--- src/rtl/assert_macros.svh ---
// Assertion macros used by the top-level RTL file.
`ifndef ASSERT_MACROS_SVH
`define ASSERT_MACROS_SVH

// Same-cycle implication, checked on clk, disabled during reset.
`define ASSERT_SAME(label, ante, cons, msg) \
	label: assert property (@(posedge clk) disable iff (!arst_n) (ante) |-> (cons)) \
		else $error(msg);

// Next-cycle implication, checked on clk, disabled during reset.
`define ASSERT_NEXT(label, ante, cons, msg) \
	label: assert property (@(posedge clk) disable iff (!arst_n) (ante) |=> (cons)) \
		else $error(msg);

`endif

--- src/rtl/llc_pkg.sv ---
// Shared types, constants and register codes of the latency calibrator.
package llc_pkg;

	localparam int unsigned SAMPLE_BITS        = 24;
	localparam int unsigned TEST_COUNT_DEFAULT = 4;

	localparam int unsigned CFG_INDEX_W = 3;
	localparam int unsigned CFG_DATA_W  = 24;
	localparam int unsigned S_TDATA_W   = 24;
	localparam int unsigned M_TDATA_W   = 80;

	// register indexes
	localparam logic [CFG_INDEX_W-1:0] REG_NOISE_FRAMES   = 3'd0;
	localparam logic [CFG_INDEX_W-1:0] REG_PING_FRAMES    = 3'd1;
	localparam logic [CFG_INDEX_W-1:0] REG_PING_LEVEL     = 3'd2;
	localparam logic [CFG_INDEX_W-1:0] REG_ECHO_THRESHOLD = 3'd3;
	localparam logic [CFG_INDEX_W-1:0] REG_TIMEOUT_FRAMES = 3'd4;

	// defaults
	localparam logic [15:0] NOISE_FRAMES_DEFAULT   = 16'd1024;
	localparam logic [11:0] PING_FRAMES_DEFAULT    = 12'd64;
	localparam logic [23:0] PING_LEVEL_DEFAULT     = 24'd4194304;
	localparam logic [22:0] ECHO_THRESHOLD_DEFAULT = 23'd838861;
	localparam logic [17:0] TIMEOUT_FRAMES_DEFAULT = 18'd44100;

	localparam logic [17:0] LAT_MAX = 18'h3FFFF;
	localparam logic [22:0] SUM_MAX = 23'h7FFFFF;

	// reciprocal for the average: exact for any 23-bit sum and count up to 16
	localparam int unsigned RECIP_SHIFT = 28;
	localparam int unsigned RECIP_W     = 29;
	localparam int unsigned AVG_W       = 18;

	typedef struct packed {
		logic [15:0]                   noise_frames;
		logic [11:0]                   ping_frames;
		logic signed [SAMPLE_BITS-1:0] ping_level;
		logic [22:0]                   echo_threshold;
		logic [17:0]                   timeout_frames;
	} cfg_t;

	typedef struct packed {
		logic [31:0]            frame_count;
		logic [SAMPLE_BITS-1:0] peak_noise;
		logic [31:0]            ping_start;
		logic                   ping_pending;
		logic [4:0]             test_index;
		logic [22:0]            latency_sum;
		logic                   running;
		logic                   timeout_flag;
	} state_t;

	typedef struct packed {
		logic signed [SAMPLE_BITS-1:0] out_sample;
		logic                          busy_res;
		logic                          finished_ok;
		logic                          timed_out;
		logic [SAMPLE_BITS-1:0]        noise_floor;
		logic [4:0]                    measurements;
		logic [22:0]                   latency_sum;
	} result_t;

	localparam cfg_t CFG_RESET = '{
		noise_frames:   NOISE_FRAMES_DEFAULT,
		ping_frames:    PING_FRAMES_DEFAULT,
		ping_level:     PING_LEVEL_DEFAULT,
		echo_threshold: ECHO_THRESHOLD_DEFAULT,
		timeout_frames: TIMEOUT_FRAMES_DEFAULT
	};

	localparam state_t STATE_RESET = '{
		frame_count:  32'd0,
		peak_noise:   '0,
		ping_start:   32'd0,
		ping_pending: 1'b0,
		test_index:   5'd0,
		latency_sum:  23'd0,
		running:      1'b1,
		timeout_flag: 1'b0
	};

endpackage

--- src/rtl/llc_step.sv ---
// Per-frame next-state and result logic of the latency calibrator.
module llc_step import llc_pkg::*; #(
	parameter int unsigned TEST_COUNT = TEST_COUNT_DEFAULT
) (
	input  cfg_t                          cfg,
	input  state_t                        st,
	input  logic                          restart,
	input  logic signed [SAMPLE_BITS-1:0] sample,
	output state_t                        nxt,
	output result_t                       res
);

	localparam logic [4:0] TC = 5'(TEST_COUNT);

	always_comb begin
		state_t                 cur;
		logic [SAMPLE_BITS-1:0] raw;
		logic [SAMPLE_BITS-1:0] mag;
		logic [31:0]            delta;
		logic [31:0]            play_delta;
		logic [17:0]            lat;
		logic [23:0]            sum_wide;
		logic [4:0]             idx_inc;

		cur = restart ? STATE_RESET : st;
		nxt = cur;

		raw = $unsigned(sample);
		mag = raw[SAMPLE_BITS-1] ? (~raw + 1'b1) : raw;

		delta    = cur.frame_count - cur.ping_start;
		lat      = (delta > {14'd0, LAT_MAX}) ? LAT_MAX : delta[17:0];
		sum_wide = {1'b0, cur.latency_sum} + {6'd0, lat};
		idx_inc  = cur.test_index + 5'd1;

		if (cur.running) begin
			if (cur.frame_count < {16'd0, cfg.noise_frames}) begin
				if (mag > cur.peak_noise)
					nxt.peak_noise = mag;
			end else begin
				if (cur.ping_pending) begin
					if (mag > {{(SAMPLE_BITS-23){1'b0}}, cfg.echo_threshold}) begin
						nxt.latency_sum  = sum_wide[23] ? SUM_MAX : sum_wide[22:0];
						nxt.test_index   = idx_inc;
						if (idx_inc >= TC)
							nxt.running = 1'b0;
						nxt.ping_pending = 1'b0;
					end else if (delta >= {14'd0, cfg.timeout_frames}) begin
						nxt.running      = 1'b0;
						nxt.timeout_flag = 1'b1;
						nxt.ping_pending = 1'b0;
					end
				end
				if (nxt.running && !nxt.ping_pending) begin
					nxt.ping_start   = cur.frame_count;
					nxt.ping_pending = 1'b1;
				end
			end
		end

		play_delta = cur.frame_count - nxt.ping_start;
		nxt.frame_count = cur.frame_count + 32'd1;

		res.out_sample   = (nxt.ping_pending && play_delta < {20'd0, cfg.ping_frames}) ?
			cfg.ping_level : '0;
		res.busy_res     = nxt.running;
		res.finished_ok  = nxt.test_index >= TC;
		res.timed_out    = nxt.timeout_flag;
		res.noise_floor  = nxt.peak_noise;
		res.measurements = nxt.test_index;
		res.latency_sum  = nxt.latency_sum;
	end

endmodule

--- src/rtl/loopback_latency_calibrator.sv ---
// Top level of the loopback latency calibrator: stream ports, registers, state.
// One audio frame per item, one result item per frame. A new item is taken every
// clock cycle unless a result waits on a low m_tready; each item passes an input
// register and then a result register, and the result register feeds m_tvalid and
// m_tdata. The cycle time is set by the per-frame state update: a 32-bit frame
// difference, its compares against the timeout and ping length, and the saturating
// latency sum. latency_average is formed from the registered sum by a constant
// reciprocal multiply.
`include "assert_macros.svh"

module loopback_latency_calibrator import llc_pkg::*; #(
	parameter int unsigned TEST_COUNT = TEST_COUNT_DEFAULT
) (
	input  logic                   clk,
	input  logic                   arst_n,
	input  logic                   cfg_we,
	input  logic [CFG_INDEX_W-1:0] cfg_index,
	input  logic [CFG_DATA_W-1:0]  cfg_data,
	input  logic                   s_tvalid,
	output logic                   s_tready,
	input  logic [S_TDATA_W-1:0]   s_tdata,  // in_sample
	input  logic                   s_tuser,  // restart
	output logic                   m_tvalid,
	input  logic                   m_tready,
	// out_sample, busy_res, finished_ok, timed_out, noise_floor, measurements,
	// latency_average, zero fill
	output logic [M_TDATA_W-1:0]   m_tdata
);

	localparam logic [RECIP_W-1:0] RECIP =
		RECIP_W'(((64'd1 << RECIP_SHIFT) + 64'(TEST_COUNT) - 64'd1) / 64'(TEST_COUNT));
	localparam int unsigned PROD_W = 23 + RECIP_W;

	cfg_t    cfg_q;
	state_t  state_q;
	state_t  state_nxt;
	result_t res;
	result_t res_s2;
	logic    valid_s1;
	logic    valid_s2;
	logic    restart_s1;
	logic signed [SAMPLE_BITS-1:0] sample_s1;
	logic    advance;
	logic [PROD_W-1:0] prod;
	logic [AVG_W-1:0]  avg;

	always_ff @(posedge clk or negedge arst_n) begin
		if (!arst_n) begin
			cfg_q <= CFG_RESET;
		end else if (cfg_we) begin
			unique case (cfg_index)
				REG_NOISE_FRAMES:   cfg_q.noise_frames   <= cfg_data[15:0];
				REG_PING_FRAMES:    cfg_q.ping_frames    <= cfg_data[11:0];
				REG_PING_LEVEL:     cfg_q.ping_level     <= $signed(cfg_data[SAMPLE_BITS-1:0]);
				REG_ECHO_THRESHOLD: cfg_q.echo_threshold <= cfg_data[22:0];
				REG_TIMEOUT_FRAMES: cfg_q.timeout_frames <= cfg_data[17:0];
				default: ;
			endcase
		end
	end

	assign advance  = !valid_s2 || m_tready;
	assign s_tready = !valid_s1 || advance;

	always_ff @(posedge clk or negedge arst_n) begin
		if (!arst_n) begin
			valid_s1 <= 1'b0;
		end else if (s_tready) begin
			valid_s1 <= s_tvalid;
		end
	end

	always_ff @(posedge clk) begin
		if (s_tready && s_tvalid) begin
			restart_s1 <= s_tuser;
			sample_s1  <= $signed(s_tdata[SAMPLE_BITS-1:0]);
		end
	end

	llc_step #(
		.TEST_COUNT(TEST_COUNT)
	) u_step (
		.cfg     (cfg_q),
		.st      (state_q),
		.restart (restart_s1),
		.sample  (sample_s1),
		.nxt     (state_nxt),
		.res     (res)
	);

	always_ff @(posedge clk or negedge arst_n) begin
		if (!arst_n) begin
			state_q  <= STATE_RESET;
			valid_s2 <= 1'b0;
		end else if (advance) begin
			valid_s2 <= valid_s1;
			if (valid_s1)
				state_q <= state_nxt;
		end
	end

	always_ff @(posedge clk) begin
		if (advance && valid_s1)
			res_s2 <= res;
	end

	assign prod = PROD_W'(res_s2.latency_sum) * PROD_W'(RECIP);
	assign avg  = res_s2.finished_ok ? prod[RECIP_SHIFT +: AVG_W] : '0;

	assign m_tvalid = valid_s2;
	assign m_tdata  = {6'd0, avg, res_s2.measurements, res_s2.noise_floor,
		res_s2.timed_out, res_s2.finished_ok, res_s2.busy_res, res_s2.out_sample};

	`ASSERT_SAME(a_done_not_timeout, valid_s2, !(res_s2.finished_ok && res_s2.timed_out), "finished and timed out together")
	`ASSERT_SAME(a_meas_bound, valid_s2, res_s2.measurements <= 5'(TEST_COUNT), "measurement count past limit")
	`ASSERT_SAME(a_done_idle, valid_s2 && (res_s2.finished_ok || res_s2.timed_out), !res_s2.busy_res, "busy after run ended")
	`ASSERT_NEXT(a_s1_hold, valid_s1 && !advance, valid_s1 && $stable(sample_s1), "input item lost under stall")

endmodule
--- config.mk ---
export PLATFORM = sky130hd
export DESIGN_NAME = loopback_latency_calibrator
export DESIGN_NICKNAME = d
export VERILOG_FILES = /design/src/rtl/llc_pkg.sv /design/src/rtl/llc_step.sv /design/src/rtl/loopback_latency_calibrator.sv
export VERILOG_INCLUDE_DIRS = /design/src /design/src/rtl
export SDC_FILE = /design/constraint.sdc
export NUM_CORES = 1
export LEC_CHECK = 0
export BUFFER_PORTS_ARGS = -buffer_cell sky130_fd_sc_hd__buf_2
export CAP_MARGIN = 0
export CORE_MARGIN = 1.5
export CORE_UTILIZATION = 64
export CTS_BUF_LIST = sky130_fd_sc_hd__clkbuf_8
export DETAILED_ROUTE_END_ITERATION = 7
export PLACE_DENSITY = 0.83
export SYNTH_ARGS = -nofsm -noshare
export SYNTH_HDL_FRONTEND = slang
export SYNTH_SLANG_ARGS = --single-unit
--- constraint.sdc ---
create_clock -name clk -period 10.9 [get_ports clk]
set_clock_uncertainty 0.15 [all_clocks]
set_input_delay 2.18 -clock clk [delete_from_list [all_inputs] [get_ports clk]]
set_output_delay 2.18 -clock clk [all_outputs]
set_load 0.005 [all_outputs]
==> results of run 1 <==
## worst max-delay path: cells and delay by family (launching register included)
kind	cells	cell delay (ns)
buffers and inverters	2	0.35
XOR/XNOR	2	0.37
AO/OA/AOI/OAI	13	3.12
flip-flops	1	0.48
adder cells (fa/ha/maj)	4	1.18
AND/OR/NAND/NOR	14	3.51
## stage by stage
step                utilization  area [um2]  power (mW)  worst slack (ns)
finish                    0.710       23800        3.86              1.53
global route              0.710       23800        4.07             0.849
floorplan                     -       21800        2.43              2.61
detailed placement        0.679       22800        2.81              1.64
CTS                       0.710       23800        3.84              1.63
global placement          0.679       22800        2.76              1.98
## cell usage in the layout, fill, tap and decap left out, types with 14 or more instances in the layout
cell	synthesis	final
a211oi_1	15	14
a21o_1	43	43
a21oi_1	141	138
a22o_1	34	34
a22oi_1	31	31
a31oi_1	18	18
and2_1	34	34
and3_1	23	23
buf_2	0	131
buf_4	6	22
clkbuf_8	0	61
dfrtp_1	193	193
dfstp_2	21	21
edfxtp_1	99	99
ha_1	173	173
inv_1	113	131
mux2_2	69	69
nand2_1	299	298
nand2b_1	94	94
nand3_1	51	51
nand4_1	31	31
nor2_1	121	121
nor2b_1	91	91
nor3_1	34	32
nor4_1	20	19
nor4_2	22	23
o21a_1	17	17
o21ai_0	192	192
or2_2	16	16
xnor2_1	64	64
xor2_1	41	41
## sequential cells by signal, indices dropped and copies added (netlist names)
name and cells:
restart_s1 1, state_q 119, cfg_q 93, res_s2 18, m_tvalid 1, m_tdata 56
valid_s1 1, sample_s1 24
## where the power goes
| part | switching (mW) | leakage, nW | internal [mW] |
|---|---|---|---|
| logic | 0.841 | 6.46 | 0.523 |
| registers | 0.0836 | 3.71 | 1.39 |
| clock network | 0.499 | 0.591 | 0.526 |
## final timing paths
path | from | to | cells after the start
max | sample_s1[3] | m_tdata[7] | 35
min | state_q[2] | state_q[2] | 2
max reg2reg | sample_s1[3] | m_tdata[7] | 35
min reg2reg | state_q[2] | state_q[2] | 2
max in group asynchronous | arst_n | cfg_q[40] | 2
min in group asynchronous | arst_n | state_q[77] | 1
## cells by family after synthesis
kind of cell,count (synthesis),synth area share
AOI/OAI and AO/OA,606,0.177
xor gates and xnor gates,105,0.0422
adders and majority gates,177,0.103
buffers and inverters,236,0.0424
DFF,313,0.384
muxes,79,0.0403
other,1,0.000172
and+or+nand+nor,886,0.212
## per-layer routing
layer	GRT usage	part of all wire
met4	0.121	0.032
met5	0	0
met2	0.541	0.46
met1	0.460	0.42
met3	0.0786	0.090
## area by class of cell
| type | instances | area (um2) |
|---|---|---|
| clock buffers | 60 | 826 |
| repair buffers | 154 | 835 |
| fillers | 2535 | 9740 |
| multi-input cells | 1859 | 12600 |
| clock inverters | 35 | 186 |
| well taps | 448 | 561 |
| inverters | 113 | 427 |
| flip-flops and latches | 313 | 8350 |
==> impl_metrics.env, run 1 <==
export IMPL_min_path_type="flip-flop to flip-flop"
export IMPL_crit_required_ns=11.20
export IMPL_antenna_found_initial=0
export IMPL_cp_start_kind="flip-flop"
export IMPL_cellPowerDensity_mw_per_mm2=162
export IMPL_grt_pass1_vias=18000
export IMPL_outcome="finished clean"
export IMPL_grt_usage=0.341
export IMPL_maxSlewHeadroom=0.160
export IMPL_hold_buffers=0
export IMPL_period_share=0.860
export IMPL_die_y_um=187
export IMPL_synth_top_area_frac=0.222
export IMPL_wl_per_cell_um=20.1
export IMPL_yosys_area_top_type="dfrtp_1"
export IMPL_ys_types=82
export IMPL_slew_viol_final=0
export IMPL_grt_overflow=0
export IMPL_core_area_mm2=0.0335
export IMPL_fin_crit_ns=9.37
export IMPL_nNetsFinal=2725
export IMPL_grt_pass1_wl_mm=95.6
export IMPL_antenna_cells=0
export IMPL_instances_no_fill=2982
export IMPL_num_vias=18900
export IMPL_drt_iter0_markers=1750
export IMPL_crit_type="flip-flop to flip-flop"
export IMPL_wl_mm=60.1
export IMPL_rsz0062_at_grt="no"
export IMPL_ys_ff_latch=313
export IMPL_rows=67
export IMPL_cts_root_buf="clkbuf_8"
export IMPL_hold_worst_slack_ns=0.318
export IMPL_cts_inserted_buffers=51
export IMPL_r2r_setup_slack_ns=1.53
export IMPL_postSynthCellCount=2403
export IMPL_io_pins=139
export IMPL_place_inst=2887
export IMPL_drtAntennaViolNets=0
export IMPL_cp_end_kind="flip-flop"
export IMPL_drive_above_1_share=0.148
export IMPL_fin_setup_tns_ns=0
export IMPL_fmax_ghz=0.107
export IMPL_clk_latency_ns=0.65
export IMPL_syn_area_mm2=0.0218
export IMPL_dieArea_mm2=0.0351
export IMPL_cts_resized_gates=0
export IMPL_clk_pin_slew_worst_paths_ns=0.07
export IMPL_viasPerCell=6.34
export IMPL_synthArstFlopShare=0.684
export IMPL_synth_commonest_cells="nand2_1, dfrtp_1, o21ai_0"
export IMPL_grt_max_degree=92
export IMPL_cts_setup_buffers=0
export IMPL_start_util=0.650
export IMPL_ys_seq_area_frac=0.384
export IMPL_syn_mean_instance_area_um2=9.06
export IMPL_ys_warn_count=0
export IMPL_fp_dieW_um=187
export IMPL_tightest_slew_ns=1.25
export IMPL_max_stage_delay_ns=0.48
export IMPL_yosysMostFrequentCell="nand2_1"
export IMPL_arrival_ns=9.67
export IMPL_cts_sinks=313
export IMPL_synth_main_ff_cell="dfrtp_1"
export IMPL_ctsLongestPathBuffers=3
export IMPL_cts_max_level=2
export IMPL_leakage_nw=10.8
export IMPL_hold_violations=0
export IMPL_ir_drop_mv=0.129
export IMPL_dpl_hpwl_mm=44.0
export IMPL_cts_tree="built"
export IMPL_cp_max_fo=24
export IMPL_synth_edf_count=99
export IMPL_syn_to_final_growth_pct=9.25
export IMPL_gp_congestion=0.934
export IMPL_cap_violations=0
export IMPL_io_buffers=132
export IMPL_drc=0
export IMPL_crit_slowest_cell="edfxtp_1"
export IMPL_ys_top_cells_by_area="dfrtp_1, edfxtp_1, ha_1"
export IMPL_first_pass_iters=5
export IMPL_setup_violations_final=0
Power figures use the tool's default switching activity.
==> run 2: changes to the inputs <==
Settings changed: ABC_AREA set to 1, CORE_UTILIZATION 64 to 55, MAX_ROUTING_LAYER set to met4, PLACE_DENSITY 0.83 to 0.73.
==> impl_metrics.env, run 2 <==
export IMPL_outcome="finished clean"
export IMPL_cp_start_kind="flip-flop"
export IMPL_rsz0062_at_grt="no"
export IMPL_r2r_setup_slack_ns=1.95
export IMPL_leakage_nw=12.3
export IMPL_netSwitchingFraction=0.425
export IMPL_grt_pass1_wl_mm=99.4
export IMPL_grt_max_degree=94
export IMPL_drc=0
export IMPL_fin_crit_ns=8.95
export IMPL_cts_sinks=313
export IMPL_final_common_cell="nand2_1"
export IMPL_rows=73
export IMPL_wl_mm=62.0
export IMPL_die_y_um=203
export IMPL_setup_violations_final=0
export IMPL_ctsLongestPathBuffers=3
export IMPL_cts_root_buf="clkbuf_8"
export IMPL_ir_drop_mv=0.149
export IMPL_syn_area_mm2=0.0221
export IMPL_synth_main_ff_cell="dfrtp_1"
export IMPL_min_path_type="flip-flop to flip-flop"
export IMPL_hold_violations=0
export IMPL_io_pins=139
export IMPL_postSynthCellCount=2884
export IMPL_seq_power_share=0.323
export IMPL_ys_top_cells_by_area="dfrtp_1, edfxtp_1, nand2_1"
export IMPL_clk_pin_slew_worst_paths_ns=0.06
export IMPL_cts_resized_gates=0
export IMPL_grt_overflow=0
export IMPL_cts_tree="built"
export IMPL_syn_to_final_growth_pct=9.71
export IMPL_ys_ff_latch=313
export IMPL_nNetsFinal=3236
export IMPL_drt_iter0_markers=1686
export IMPL_num_vias=19900
export IMPL_yosys_area_top_type="dfrtp_1"
export IMPL_p_total_mw=4.76
export IMPL_start_util=0.557
export IMPL_cts_setup_buffers=0
export IMPL_cellPowerDensity_mw_per_mm2=196
export IMPL_fp_dieW_um=203
export IMPL_max_stage_delay_ns=0.69
export IMPL_syn_mean_instance_area_um2=7.65
export IMPL_crit_slowest_cell="nand4_4"
export IMPL_cts_inserted_buffers=54
export IMPL_core_area_mm2=0.0396
export IMPL_antenna_found_initial=0
export IMPL_fmax_ghz=0.112
export IMPL_p_clk_frac=0.232
export IMPL_ys_types=68
export IMPL_viasPerCell=5.57
export IMPL_cap_violations=0
export IMPL_grt_pass1_vias=19200
export IMPL_clk_latency_ns=0.67
export IMPL_crit_required_ns=11.23
export IMPL_largest_reg_flops=119
export IMPL_yosysMostFrequentCell="nand2_1"
export IMPL_synth_top_area_frac=0.219
export IMPL_cp_max_fo=55
export IMPL_synth_commonest_cells="nand2_1, inv_1, o21ai_0"
export IMPL_grt_usage=0.312
export IMPL_tightest_slew_ns=1.09
export IMPL_nFillCells=3572
export IMPL_hold_buffers=0
export IMPL_dieArea_mm2=0.0413
export IMPL_io_buffers=132
export IMPL_synthArstFlopShare=0.684
export IMPL_p_int_mw=2.74
export IMPL_period_share=0.821
export IMPL_cp_end_kind="flip-flop"
export IMPL_final_cell_mix="nand2_1, inv_1, o21ai_0, nor2_1, dfrtp_1"
export IMPL_wl_per_cell_um=17.4
export IMPL_slew_viol_final=0
export IMPL_crit_type="flip-flop to flip-flop"
export IMPL_drtAntennaViolNets=0
export IMPL_gp_congestion=0.961
export IMPL_arrival_ns=9.28
export IMPL_ys_warn_count=0
export IMPL_cts_max_level=2
export IMPL_p_switching_mw=2.02
export IMPL_fin_setup_tns_ns=0
export IMPL_synth_edf_count=99
export IMPL_first_pass_iters=6
export IMPL_hold_worst_slack_ns=0.335
export IMPL_drive_above_1_share=0.113
export IMPL_dpl_hpwl_mm=47.5
export IMPL_p_comb_frac=0.445
export IMPL_ys_seq_area_frac=0.379
export IMPL_largest_register="state_q"
export IMPL_final_core_util=0.611
export IMPL_maxSlewHeadroom=0.266
export IMPL_multi_input_area_mm2=0.0118
export IMPL_regArea_mm2=0.00835
## run 2: cell types whose count changed after synthesis, sizes merged, moves of 34 or more
cell	before	now
a21o	43	4
inv	113	400
nor2	121	276
mux2	69	0
xnor2	64	29
nand2b	94	0
o21ai	193	355
nand3	51	100
nor2b	91	0
nand2	299	709
a22o	34	0
## run 2: per-stage QoR
stage          cells  area, um2  setup WS [ns]
2_1_floorplan   2889      22100           4.02
3_3_place_gp    3472      23100           2.36
3_5_place_dp    3472      23100           1.98
4_1_cts         3571      24200           1.96
5_1_grt         3571      24200          0.924
6_report        3572      24200           1.95
## run 2: cell families after synthesis
| logic type | count (synthesis) | share of synthesized area |
|---|---|---|
| and+or+nand+nor | 1197 | 0.242 |
| AOI/OAI and AO/OA | 603 | 0.149 |
| buffers and inverters | 493 | 0.0892 |
| DFF | 313 | 0.379 |
| adders and majority gates | 176 | 0.101 |
| xor gates and xnor gates | 101 | 0.0401 |
| other | 1 | 0.000170 |
## run 2: layout make-up
| type | instances | share of cell area |
|---|---|---|
| diodes | 1 | 0.000103 |
| well taps | 525 | 0.0271 |
| multi-input cells | 2083 | 0.486 |
| clock inverters | 28 | 0.00584 |
| repair buffers | 149 | 0.0330 |
| clock buffers | 71 | 0.0404 |
| inverters | 402 | 0.0625 |
| flip-flops and latches | 313 | 0.345 |
## run 2: worst paths after layout
kind	from	to	cells after the start
setup reg to reg	sample_s1[0]	m_tdata[23]	48
hold reg to reg	cfg_q[62]	cfg_q[62]	2
setup / recovery	sample_s1[0]	m_tdata[23]	48
min in group asynchronous	arst_n	cfg_q[53]	1
hold / removal	cfg_q[62]	cfg_q[62]	2
max in group asynchronous	arst_n	state_q[36]	2
## run 2: per-layer routing
layer  wire [um]  part of all wire  vias to the layer above  track usage
li1            -                 -                     9736            -
met2       27800              0.45                      653        0.485
met3        3920             0.063                      116       0.0411
met4        2080             0.034                        0        0.113
met5           0                 0                        -            -
met1       28200              0.45                     9375        0.420
## run 2: power by group through the flow
stage               combinational [mW]  clock, mW  sequential, mW
detailed placement                2.09          0            1.55
CTS                               2.10       1.12            1.54
finish                            2.12       1.10            1.54
global route                      2.41       1.17            1.56
global placement                  2.05          0            1.55
floorplan                         1.52          0            1.54
## run 2: worst max-delay path: cells and delay by family, from the launching register on
family          cells  cell delay (ns)
simple gates       29             4.48
compound gates      9             1.72
fa+ha+maj           4             1.16
buf+inv             4             0.28
flops               1             0.41
xor+xnor            2             0.46
